<file path="config.mk">
export PLATFORM = sky130hd
export DESIGN_NAME = ubfc_chroma
export DESIGN_NICKNAME = d
export VERILOG_FILES = /design/src/rtl/ubfc_pkg.sv /design/src/rtl/ubfc_chroma.sv
export SDC_FILE = /design/constraint.sdc
export NUM_CORES = 1
export LEC_CHECK = 0
export ABC_AREA = 1
export BUFFER_PORTS_ARGS = -buffer_cell sky130_fd_sc_hd__buf_2
export CORE_MARGIN = 4
export CORE_UTILIZATION = 35
export DETAILED_ROUTE_END_ITERATION = 10
export PLACE_DENSITY = 0.55
export SYNTH_ARGS = -nofsm -noshare
export SYNTH_HDL_FRONTEND = slang
export SYNTH_SLANG_ARGS = --single-unit
export TNS_END_PERCENT = 1
</file>
<file path="constraint.sdc">
create_clock -name clk -period 13.6 [get_ports clk]
set_input_delay 2.72 -clock clk [delete_from_list [all_inputs] [get_ports clk]]
set_output_delay 2.72 -clock clk [all_outputs]
set_load 0.02 [all_outputs]
</file>
<file path="src/rtl/ubfc_pkg.sv">
// ubfc_pkg: shared constants, fixed-point coefficients and types for the
// uyvy to bgr converter with vertical flip. No dependencies.
package ubfc_pkg;

	localparam int MAX_WIDTH      = 4096;
	localparam int MAX_HEIGHT     = 4096;
	localparam int COEF_FRAC_BITS = 14;

	localparam int PIX_W     = 8;
	localparam int CFG_W     = 13;
	localparam int ROW_W     = 12;
	localparam int PAIR_W    = 11;
	localparam int CFG_IDX_W = 1;

	typedef enum logic [CFG_IDX_W-1:0] {
		REG_FRAME_WIDTH  = 1'b0,
		REG_FRAME_HEIGHT = 1'b1
	} cfg_reg_t;

	localparam logic [CFG_W-1:0] WIDTH_RST  = CFG_W'(640);
	localparam logic [CFG_W-1:0] HEIGHT_RST = CFG_W'(480);

	// coefficients rounded half up from thousandths
	localparam longint K_BU_L = ((longint'(1770) << COEF_FRAC_BITS) + 500) / 1000;
	localparam longint K_GU_L = ((longint'(344) << COEF_FRAC_BITS) + 500) / 1000;
	localparam longint K_GV_L = ((longint'(714) << COEF_FRAC_BITS) + 500) / 1000;
	localparam longint K_RV_L = ((longint'(1403) << COEF_FRAC_BITS) + 500) / 1000;

	// largest coefficient is below 2.0, so F+1 magnitude bits plus a sign bit
	localparam int COEF_W = COEF_FRAC_BITS + 2;
	localparam int PROD_W = COEF_W + PIX_W;
	localparam int ACC_W  = PROD_W + 2;

	localparam logic signed [COEF_W-1:0] K_BU = COEF_W'(K_BU_L);
	localparam logic signed [COEF_W-1:0] K_GU = COEF_W'(K_GU_L);
	localparam logic signed [COEF_W-1:0] K_GV = COEF_W'(K_GV_L);
	localparam logic signed [COEF_W-1:0] K_RV = COEF_W'(K_RV_L);

	localparam logic [PIX_W-1:0] CHROMA_ZERO = PIX_W'(128);
	localparam logic [PIX_W-1:0] PIX_MAX     = PIX_W'(255);

	typedef struct packed {
		logic signed [PROD_W-1:0] bu;
		logic signed [PROD_W-1:0] gu;
		logic signed [PROD_W-1:0] gv;
		logic signed [PROD_W-1:0] rv;
	} chroma_prod_t;

	typedef struct packed {
		logic [PIX_W-1:0] blue;
		logic [PIX_W-1:0] green;
		logic [PIX_W-1:0] red;
	} bgr_t;

	typedef struct packed {
		logic [ROW_W-1:0]  dest_row;
		logic [PAIR_W-1:0] dest_pair;
		logic              frame_end;
	} pos_t;

endpackage

</file>
<file path="src/rtl/ubfc_chroma.sv">
// ubfc_chroma: chroma products shared by both pixel lanes, one register stage.
// Depends on ubfc_pkg.
module ubfc_chroma import ubfc_pkg::*; (
	input  logic             clk,
	input  logic             en,
	input  logic [PIX_W-1:0] chroma_blue,
	input  logic [PIX_W-1:0] chroma_red,
	output chroma_prod_t     prod_s1
);

	logic signed [PIX_W-1:0] u_c;
	logic signed [PIX_W-1:0] v_c;

	// offset binary to two's complement
	assign u_c = signed'(chroma_blue ^ CHROMA_ZERO);
	assign v_c = signed'(chroma_red ^ CHROMA_ZERO);

	always_ff @(posedge clk) begin
		if (en) begin
			prod_s1.bu <= PROD_W'(K_BU * u_c);
			prod_s1.gu <= PROD_W'(K_GU * u_c);
			prod_s1.gv <= PROD_W'(K_GV * v_c);
			prod_s1.rv <= PROD_W'(K_RV * v_c);
		end
	end

endmodule

</file>
### Yosys cells after proc, flatten, opt, wreduce, memory -nomap -nowiden

Cells that the tools add are included.

* multipliers: 4
* bitwise operators: 2

Operator list (number)
* 16-bit by 8-bit multiplier with 24-bit output, first input constant: 1
* 14-bit by 8-bit multiplier with 22-bit output, first input constant: 1
* 13-bit by 8-bit multiplier with 21-bit output, first input constant: 1
* 12-bit by 8-bit multiplier with 20-bit output, first input constant: 1
* 1-bit inverter: 2

* register bits after elaboration: 90
* bits of input ports: 18
* output and inout bits: 96

### Logic depth before layout (Yosys ltp)

Gate-level depths: netlist (run 1).

* depth after elaboration: 2
* mapped depth: 20

### Worst setup path before layout (run 1)

Ideal clock, no wire load.

* kind: input to register
* start point: in chroma_red[6]
* end point: reg prod_s1[42] (netlist name) (data pin)
* library setup time: 0.252 ns
* arrival: 6.101 ns
* data required time: 13.348 ns
* path slack: 7.247 ns
* stages on the path: 20
* path buffers: 0
* path through: inv_1 fa_1 nand2_1 inv_1 nor2_1 ha_1 or2_2 fa_1 inv_1 fa_1 inv_1 ha_1 a21oi_2 nor2_1 nor2_1 nand2_2 nand2_1 nand2_1 nand2_1 nand2_1

* cells in the longest elaborated chain, start to end: 1

RTL lines
* from (decl): RTL line ubfc_chroma.sv:7 `input logic [PIX_W-1:0] chroma_red,`
* 14-bit by 8-bit multiplier with 22-bit output: RTL line ubfc_chroma.sv:22 `prod_s1.gv <= PROD_W'(K_GV * v_c);`
* to (decl): RTL line ubfc_chroma.sv:8 `output chroma_prod_t prod_s1`

Every way passes these cells.
A chain may end at the register's enable or synchronous reset.

### Worst setup path in the final report (run 1)

* start point: in chroma_red[7]
* end point: reg prod_s1[45] (netlist name) (data pin)

* cells in the longest elaborated chain, start to end: 2

RTL lines (RTL line)
* 1-bit inverter (no line)
* 14-bit by 8-bit multiplier with 22-bit output: ubfc_chroma.sv:22

Every way passes these cells.

==> metrics.yaml, run 1 <==
run_status:
  outcome: "finished, final reports clean"
clock_network:
  cts-root-to-sink-buffers: 2
  post_cts_resize_count: 0
  holdBufCountCts: 0
  ctsRootBufferMaster: "sky130_fd_sc_hd__clkbuf_16"
  tritoncts.num_buffers: 9
  worst_setup_hold_path_clk_slew_ns: 0.07
  clock-sinks: 83
  htree_num_levels: 3
  cts_tree: "yes"
  cts_setup_buffers: 0
yosys:
  synth_largest_area_cell: "sky130_fd_sc_hd__edfxtp_1"
  yosys-top-cells-area: "sky130_fd_sc_hd__edfxtp_1 27%, sky130_fd_sc_hd__ha_1 23%, sky130_fd_sc_hd__fa_1 17%, sky130_fd_sc_hd__inv_1 9.7%, sky130_fd_sc_hd__nand2_1 7.8%"
  synth_largest_type_area_fraction_pct: 26.9
  syn-instance-count: 1015
  ys.warnings.count: 0
  ys_seq_area_share_pct: 26.9
  syn_area_per_cell_um2: 9.12
  syn-cell-area_um2: 9260
  total_of_flip_flops_plus_latches_after_synthesis: 83
  post_synth_num_cell_types: 28
routing:
  vias: 6712
  firstDrtPassIters: 4
  drt-total-wl_um: 21000
  drcViolationCount: 0
  top_layer_in_use: "met4"
  met2_wire_length_um: 10700
  detail_route.wl_per_cell_um: 14.3
  detail_route.wirelength.met1_um: 9180
  wl_met3_um: 698
  drt.antenna.violating_nets: 0
  post_drt_via_cell_ratio: 4.58
  drt_first_iter_violations: 262
grt:
  grt_start_max_net_pins: 52
  grt-ovfl-total: 0
  grt_pass1_wl_um: 34100
  antenna_found_initial: 0
  first_global_vias: 6826
  track_usage_pct: 14.9
timing:
  grt_setup_unrepaired: "false"
  final-max-slew-violation-count: 0
  timing.slew.headroom_pct: 54.4
  finalSetupViolCount: 0
  post-route-min-period_ns: 6.56
  max_slew.worst_pin.slew_ns: 0.684
  final.period_utilization_pct: 48.3
  finalHoldViolations: 0
  final.setup.tns_ns: 0
  highest_clock_rate_mhz: 152
setup_path:
  cp_num_buf_inv: 6
  worst-path-max-fanout: 8
  data_arrival_time_of_the_worst_path_ns: 6.68
  crit_path_leading_delay_family: "adder cells"
  critical_path.slowest_cell: "sky130_fd_sc_hd__fa_1"
  worst_ep_required_time_ns: 13.71
  max_incr_delay_on_cp_ns: 0.58
  timing_worst_setup_path_type: "in -> reg"
  library_cell_appearing_most_often_on_the_critical_path: "sky130_fd_sc_hd__nand2_1"
  worst_setup_path_end_kind: "flip-flop"
  crit_path_start_kind: "primary input"
  cell_chain_of_the_critical_path: "buf_2, inv_2, fa_1, nand2_1, inv_1, nor2_1, ha_1, or2_2, fa_1, inv_1, fa_1, inv_1, ha_1, nand2_1, inv_1, a21oi_1, nand2_1, nand2_1, nand2_1, nand2_1, nand2_1"
placed_design:
  gp_congestion: 0.861
  placed_area_um2: 10100
  dp_hpwl_um: 17700
  io_buffer_count: 107
final_layout:
  synthToLayoutAreaGrowth_pct: 12.9
  nets: 1390
  design_area_final_um2: 10500
  diodes: 0
  final_util_pct: 40.1
  final_cell_mix: "239 x sky130_fd_sc_hd__inv_1, 193 x sky130_fd_sc_hd__nand2_1, 169 x sky130_fd_sc_hd__ha_1, 106 x sky130_fd_sc_hd__buf_2, 83 x sky130_fd_sc_hd__edfxtp_1"
  largest_register_ff_count: 83
  max_flop_register: "prod_s1"
  most_common_cell_after_layout_fill_and_taps_aside: "sky130_fd_sc_hd__inv_1"
  layout_top_registers: "prod_s1 x83"
  layout-drive-gt1-share_pct: 14.2
power:
  static-leakage-power_uw: 0.00571
  worst_ir_drop_vdd_mv: 0.0789
  ratio_of_total_power_to_cell_area_nw_per_um2: 176
floorplanning:
  die_x_um: 171
  floorplan.initialDensity_pct: 35.5
  fp-row-count: 59
  top_level_ports: 114
  die_h_um: 171
  die_area_um2: 29100
  core_region_area_um2: 26100
run:
  cap_viol_max_count: 0
min_path:
  min_path_type: "in -> reg"
==> per-stage QoR <==
stage / hold WS (ns) / cells / total power (uW) / worst slack (ns)
2_1_floorplan: 2.82 / 1020 / 1280 / 7.25
3_3_place_gp: 3.02 / 1449 / 1590 / 6.72
3_5_place_dp: 3.02 / 1449 / 1590 / 6.68
4_1_cts: 2.65 / 1465 / 1880 / 7.06
5_1_grt: 2.65 / 1465 / 2040 / 6.79
6_report: 2.66 / 1465 / 1840 / 7.04
==> per-layer routing <==
metal	vias up	track usage [%]
li1	3424	-
met1	3148	18.4
met2	116	27.2
met3	24	2.33
met4	0	3.65
met5	-	0
==> cell usage after synthesis <==
library cell and instances:
sky130_fd_sc_hd__a21o_1 3, sky130_fd_sc_hd__a21oi_1 48, sky130_fd_sc_hd__a21oi_2 4, sky130_fd_sc_hd__and2_1 5, sky130_fd_sc_hd__buf_4 14, sky130_fd_sc_hd__conb_1 1
sky130_fd_sc_hd__edfxtp_1 83, sky130_fd_sc_hd__fa_1 78, sky130_fd_sc_hd__ha_1 169, sky130_fd_sc_hd__inv_1 239, sky130_fd_sc_hd__inv_2 3, sky130_fd_sc_hd__nand2_1 193
sky130_fd_sc_hd__nand2_2 13, sky130_fd_sc_hd__nand3_1 48, sky130_fd_sc_hd__nand3_2 5, sky130_fd_sc_hd__nand4_1 3, sky130_fd_sc_hd__nor2_1 38, sky130_fd_sc_hd__nor2_2 5
sky130_fd_sc_hd__nor2_4 2, sky130_fd_sc_hd__nor3_1 6, sky130_fd_sc_hd__nor3_2 1, sky130_fd_sc_hd__o21a_1 1, sky130_fd_sc_hd__o21ai_0 15, sky130_fd_sc_hd__o21ai_1 3
sky130_fd_sc_hd__o21bai_1 1, sky130_fd_sc_hd__or2_2 5, sky130_fd_sc_hd__xnor2_1 3, sky130_fd_sc_hd__xor2_1 26
==> report_power, final <==
group | switching [uW] | internal (uW) | leakage (uW) | total, uW
clock | 115 | 162 | 0.000151 | 277
sequential | 20.6 | 418 | 0.000812 | 438
combinational | 731 | 397 | 0.00475 | 1130
total | 866 | 977 | 0.00571 | 1840
==> final timing paths <==
path	from	end	slack, ns	cells past startpoint
max	chroma_red[7]	prod_s1[45]	7.04	21
min	chroma_blue[4]	prod_s1[54]	2.66	1
==> area by class of cell <==
class                      count  area (um2)
timing repair buffer         108         546
fill                        2648       15600
sequential                    83        2490
multi-input combinational    681        5770
clock buffer                  10         229
clock inverter                 6        88.8
inverter                     242         908
tap                          335         419
==> cells by family (layout without fill, tap and decap cells) <==
kind of cell    Yosys count  after routing  share of synthesized area, %
compound gates           75             75                          4.35
buf+inv                 256            366                          10.9
xor+xnor                 29             29                          2.74
fa+ha+maj               247            247                          39.7
flops                    83             83                          26.9
simple gates            324            324                          15.3
other cells               1              6                        0.0405
Power figures use the tool's default switching activity.
==> inputs of run 2 (changes only) <==
- ABC_AREA: 1 -> 0
- PLACE_DENSITY: 0.55 -> 0.57
- clock period: 13.6 -> 5.7 ns (I/O delays scaled with it)
==> metrics.yaml, run 2 <==
run_status:
  outcome: "finished, final reports clean"
routing:
  drt-total-wl_um: 18600  # -11%
  post_drt_via_cell_ratio: 4.79  # +4.5%
  detail_route.wl_per_cell_um: 14.8  # +3.6%
  drt.antenna.violating_nets: 0  # unchanged
  vias: 6010  # -10%
  drcViolationCount: 0  # unchanged
  drt_first_iter_violations: 188  # -28%
  firstDrtPassIters: 6  # +2
power:
  static-leakage-power_uw: 0.00507  # -11%
  power_frac_seq_pct: 24.9  # +1.1 points
  ratio_of_total_power_to_cell_area_nw_per_um2: 425  # +140%
  share_clk_of_total_power_pct: 14.7  # -0.3 points
  p_int_uw: 2420  # +150%
  worst_ir_drop_vdd_mv: 0.202  # +160%
  comb_power_share_pct: 60.4  # -0.8 points
  p_switching_uw: 1850  # +110%
  switching_share_pct: 43.4  # -3.6 points
placed_design:
  post_place_worst_slack_ns: 0.250  # -6.43 ns
  placed_cells_incl_taps: 1240  # -14%
  io_buffer_count: 107  # unchanged
  placed_area_um2: 9750  # -3.8%
  dp_hpwl_um: 15400  # -13%
  gp_congestion: 0.889  # +3.1%
yosys:
  syn-instance-count: 817  # -20%
  edff_count_synth: 83  # unchanged
  post_synth_most_frequent_cells: "180 x sky130_fd_sc_hd__inv_1, 169 x sky130_fd_sc_hd__ha_1, 83 x sky130_fd_sc_hd__edfxtp_1, 78 x sky130_fd_sc_hd__fa_1, 41 x sky130_fd_sc_hd__a21oi_1"
  ys.warnings.count: 0  # unchanged
  postSynth.asyncResetShare_pct: 0  # unchanged
  syn_area_per_cell_um2: 10.9  # +19%
  synth_largest_type_area_fraction_pct: 28.1  # +1.2 points
  total_of_flip_flops_plus_latches_after_synthesis: 83  # unchanged
  synth_most_common_cell: "sky130_fd_sc_hd__inv_1"
  syn-cell-area_um2: 8870  # -4.2%
  synth_largest_area_cell: "sky130_fd_sc_hd__edfxtp_1"
  ys.flop_type: "sky130_fd_sc_hd__edfxtp_1"
  post_synth_num_cell_types: 67  # +140%
  ys_seq_area_share_pct: 28.1  # +1.2 points
  yosys-top-cells-area: "sky130_fd_sc_hd__edfxtp_1 28%, sky130_fd_sc_hd__ha_1 24%, sky130_fd_sc_hd__fa_1 18%, sky130_fd_sc_hd__inv_1 7.6%, sky130_fd_sc_hd__xnor2_1 3.3%"
setup_path:
  critical_path.slowest_cell: "sky130_fd_sc_hd__fa_1"
  data_arrival_time_of_the_worst_path_ns: 5.26  # -1.42 ns
  crit_path_leading_delay_family: "adder cells"
  cp_num_buf_inv: 4  # -2
  worst_setup_path_end_kind: "flip-flop"
  worst_ep_required_time_ns: 5.86  # -7.85 ns
  timing_worst_setup_path_type: "in -> reg"
  max_incr_delay_on_cp_ns: 0.54  # -0.04 ns
  worst-path-max-fanout: 5  # -3
  crit_path_start_kind: "primary input"
  cell_chain_of_the_critical_path: "buf_2, inv_1, fa_1, xor2_1, ha_1, inv_1, fa_1, fa_1, inv_1, ha_1, and2_1, a32oi_1, a21oi_1, a21oi_2, nor3b_1, a2111oi_2"
final_layout:
  non_filler_cells_in_the_finished_layout: 1255  # -14%
  diodes: 0  # unchanged
  final_util_pct: 40.9  # +0.75 points
  layout_top_registers: "prod_s1 x83"
  nets: 1192  # -14%
  design_area_final_um2: 10100  # -3.8%
  most_common_cell_after_layout_fill_and_taps_aside: "sky130_fd_sc_hd__inv_1"
  largest_register_ff_count: 83  # unchanged
  final_cell_mix: "180 x sky130_fd_sc_hd__inv_1, 169 x sky130_fd_sc_hd__ha_1, 106 x sky130_fd_sc_hd__buf_2, 83 x sky130_fd_sc_hd__edfxtp_1, 78 x sky130_fd_sc_hd__fa_1"
  max_flop_register: "prod_s1"
  synthToLayoutAreaGrowth_pct: 13.4
  layout-drive-gt1-share_pct: 15.5  # +1.3 points
clock_network:
  post_cts_resize_count: 0  # unchanged
  worst_setup_hold_path_clk_slew_ns: 0.07  # about the same
  clock-sinks: 83  # unchanged
  cts_setup_buffers: 0  # unchanged
  cts_tree: "yes"
  cts-root-to-sink-buffers: 2  # unchanged
  htree_num_levels: 3  # unchanged
  tritoncts.num_buffers: 9  # unchanged
  holdBufCountCts: 0  # unchanged
  ctsRootBufferMaster: "sky130_fd_sc_hd__clkbuf_16"
timing:
  post-route-min-period_ns: 5.11
  highest_clock_rate_mhz: 196
  final-max-slew-violation-count: 0  # unchanged
  finalSetupViolCount: 0  # unchanged
  max_slew.worst_pin.slew_ns: 1.07  # +0.385 ns
  grt_setup_unrepaired: "false"
  final.period_utilization_pct: 89.6
  finalHoldViolations: 0  # unchanged
  final_critical_path_setup_slack_ns: 0.592  # -6.44 ns
  timing.slew.headroom_pct: 28.7  # -26 points
  final.setup.tns_ns: 0  # unchanged
grt:
  first_global_vias: 6241  # -8.6%
  grt_pass1_wl_um: 31600  # -7.2%
  grt-ovfl-total: 0  # unchanged
  track_usage_pct: 13.9  # -0.94 points
  grt_start_max_net_pins: 84  # +62%
  antenna_found_initial: 0  # unchanged
run:
  cap_viol_max_count: 0  # unchanged
floorplanning:
  die_h_um: 167  # -2.0%
  top_level_ports: 114  # unchanged
  fp-row-count: 57  # -3.4%
  core_region_area_um2: 24600  # -5.6%
  floorplan.initialDensity_pct: 36.0  # +0.51 points
  die_x_um: 167  # -2.0%
  die_area_um2: 27900  # -4.0%
min_path:
  min_path_type: "in -> reg"
[run 2: final timing paths]
path                  slack [ns]  cells past startpoint           start          end
worst max-delay path        0.59                     16   chroma_red[6]  prod_s1[46]
worst min-delay path        1.08                      1  chroma_blue[4]  prod_s1[54]
[run 2: power by group through the flow]
stage | combinational (uW) | sequential [uW] | clock, uW
floorplan | 1680 | 1350 | 0
global placement | 2610 | 1080 | 0
detailed placement | 2620 | 1080 | 0
CTS | 2640 | 1070 | 656
global route | 2940 | 1090 | 677
finish | 2580 | 1060 | 630
[run 2: cell families after synthesis]
family	count (synthesis)	share of synthesized area [%]
other cells	1	0.0423
buf+inv	198	8.96
simple gates	105	5.91
fa+ha+maj	247	41.5
flops	83	28.1
compound gates	135	10.8
xor+xnor	48	4.74
[run 2: layout make-up]
class,count,area [um2]
Clock buffer,9,225
Clock inverter,6,81.3
Fill cell,2412,14600
Inverter,180,676
Multi-Input combinational cell,541,5600
Sequential cell,83,2490
Tap cell,324,405
Timing Repair Buffer,112,576
[run 2: per-layer routing]
metal | track usage (%) | vias to the layer above | wire (um)
met5 | 0 | - | 0
met4 | 3.07 | 0 | 214
met3 | 2.62 | 16 | 783
met2 | 25.8 | 124 | 9820
met1 | 16.8 | 2903 | 7790
li1 | - | 2967 | -
[run 2: metrics by stage]
step / power, uW / hold WS, ns
final: 4270 / 1.08
after global routing: 4710 / 1.08
after CTS: 4360 / 1.07
after detailed placement: 3700 / 1.44
after global placement: 3690 / 1.44
after floorplan: 3030 / 1.24
==> inputs of run 3 (changes only) <==
- PLACE_DENSITY: 0.57 -> 0.55
- clock period: 5.7 -> 5.8 ns (I/O delays scaled with it)
==> metrics.yaml, run 3 (synthesis gave the netlist of run 2 again) <==
run_status:
  outcome: "finished, final reports clean"
final_layout:
  layout-drive-gt1-share_pct: 15.1  # -0.40 points
  layout_top_registers: "prod_s1 x83"
  synthToLayoutAreaGrowth_pct: 12.6
  nets: 1189  # -0.25%
  final_util_pct: 40.6  # -0.27 points
  filler_cell_count: 2446  # +1.4%
  non_filler_cells_in_the_finished_layout: 1253  # -0.16%
  max_flop_register: "prod_s1"
  largest_register_ff_count: 83  # unchanged
  diodes: 0  # unchanged
  final_cell_mix: "180 x sky130_fd_sc_hd__inv_1, 169 x sky130_fd_sc_hd__ha_1, 106 x sky130_fd_sc_hd__buf_2, 83 x sky130_fd_sc_hd__edfxtp_1, 78 x sky130_fd_sc_hd__fa_1"
  most_common_cell_after_layout_fill_and_taps_aside: "sky130_fd_sc_hd__inv_1"
timing:
  highest_clock_rate_mhz: 190
  final-max-slew-violation-count: 0  # unchanged
  post-route-min-period_ns: 5.26
  final_critical_path_setup_slack_ns: 0.542  # -0.0501 ns
  timing.slew.headroom_pct: 29.4  # +0.66 points
  grt_setup_unrepaired: "false"
  finalHoldViolations: 0  # unchanged
  final.setup.tns_ns: 0  # unchanged
  max_slew.worst_pin.slew_ns: 1.06  # -0.00993 ns
  finalSetupViolCount: 0  # unchanged
  final.period_utilization_pct: 90.7
floorplanning:
  core_region_area_um2: 24600  # unchanged
  fp-row-count: 57  # unchanged
  top_level_ports: 114  # unchanged
  die_x_um: 167  # unchanged
  die_h_um: 167  # unchanged
  floorplan.initialDensity_pct: 36.0  # unchanged
  die_area_um2: 27900  # unchanged
routing:
  top_layer_in_use: "met4"
  firstDrtPassIters: 4  # -2
  detail_route.wl_per_cell_um: 14.6  # -1.5%
  wl_met3_um: 571  # -27%
  detail_route.wirelength.met1_um: 7730  # -0.75%
  drt.antenna.violating_nets: 0  # unchanged
  drt-total-wl_um: 18300  # -1.7%
  vias: 5939  # -1.2%
  met2_wire_length_um: 9760  # -0.63%
  drcViolationCount: 0  # unchanged
  post_drt_via_cell_ratio: 4.74  # -1.0%
  drt_first_iter_violations: 187  # -0.53%
clock_network:
  clock-sinks: 83  # unchanged
  cts_tree: "yes"
  tritoncts.num_buffers: 9  # unchanged
  holdBufCountCts: 0  # unchanged
  cts-root-to-sink-buffers: 2  # unchanged
  ctsRootBufferMaster: "sky130_fd_sc_hd__clkbuf_16"
  cts_setup_buffers: 0  # unchanged
  post_cts_resize_count: 0  # unchanged
  worst_setup_hold_path_clk_slew_ns: 0.06  # about the same
  htree_num_levels: 3  # unchanged
min_path:
  worst_min_path_start: "chroma_blue[6]"
  holdPathStages: 1  # unchanged
  min_path_type: "in -> reg"
  hold_worst_path_end: "prod_s1[56]"
placed_design:
  post_place_worst_slack_ns: 0.155  # -0.0952 ns
  gp_congestion: 0.866  # -2.5%
  placed_cells_incl_taps: 1237  # -0.24%
  io_buffer_count: 107  # unchanged
  dp_hpwl_um: 15200  # -1.3%
setup_path:
  worst-path-max-fanout: 6  # +1
  crit_path_start_kind: "primary input"
  critical_path.slowest_cell: "sky130_fd_sc_hd__fa_1"
  max_incr_delay_on_cp_ns: 0.62  # +0.08 ns
  worst_setup_path_end_kind: "flip-flop"
  worst_setup_sp: "chroma_red[6]"
  data_arrival_time_of_the_worst_path_ns: 5.42  # +0.16 ns
  cell_chain_of_the_critical_path: "buf_2, inv_1, fa_1, xor2_1, ha_1, inv_1, fa_1, fa_1, inv_1, ha_1, and2_1, a32oi_1, a21oi_1, a21oi_2, nor3b_1, a2111oi_2"
  worst_ep_required_time_ns: 5.96  # +0.10 ns
  timing_worst_setup_path_type: "in -> reg"
power:
  post_layout_total_power_uw: 4090  # -4.3%
  worst_ir_drop_vdd_mv: 0.250  # +24%
  ratio_of_total_power_to_cell_area_nw_per_um2: 410  # -3.6%
  static-leakage-power_uw: 0.00503  # -0.78%
grt:
  grt_start_max_net_pins: 84  # unchanged
  first_global_vias: 6171  # -1.1%
  grt_pass1_wl_um: 30800  # -2.5%
  antenna_found_initial: 0  # unchanged
  grt-ovfl-total: 0  # unchanged
  track_usage_pct: 13.6  # -0.35 points
run:
  cap_viol_max_count: 0  # unchanged
run 3: worst max-delay path by stage:
stage | to | cells past startpoint
after global placement | prod_s1[46] | 16
after detailed placement | prod_s1[46] | 16
final | prod_s1[46] | 16
after CTS | prod_s1[46] | 16
after global routing | prod_s1[46] | 16
after floorplan | prod_s1[46] | 15
run 3: layout make-up:
cell class	count	area [um2]	area share (%)
Sequential cell	83	2490	25.0
Tap cell	324	405	4.06
Clock buffer	10	229	2.29
Timing Repair Buffer	109	553	5.54
Clock inverter	6	32.5	0.326
Inverter	180	676	6.77
Multi-Input combinational cell	541	5600	56.1
run 3: critical path: cells and delay by family:
family	cells	cell delay, ns
AO/OA/AOI/OAI	4	0.94
adder cells (fa/ha/maj)	5	2.25
AND/OR/NAND/NOR	2	0.27
buffers and inverters	4	0.44
XOR/XNOR	1	0.34
run 3: power breakdown:
group	leakage [uW]	switching [uW]	internal, uW
clock network	0.000125	241	286
registers	0.000812	52.6	993
logic	0.00409	1510	1010
run 3: layer usage:
layer	up-vias	track usage, %
met1	2882	16.3
met2	84	25.3
met3	14	2.33
met4	0	3.28
li1	2959	-
met5	-	0
run 3: stage by stage:
stage / cell area [um2] / hold slack [ns]
after detailed placement: 9720 / 1.45
after global placement: 9720 / 1.45
after global routing: 9990 / 1.09
final: 9990 / 1.10
after floorplan: 8880 / 1.26
after CTS: 9990 / 1.08
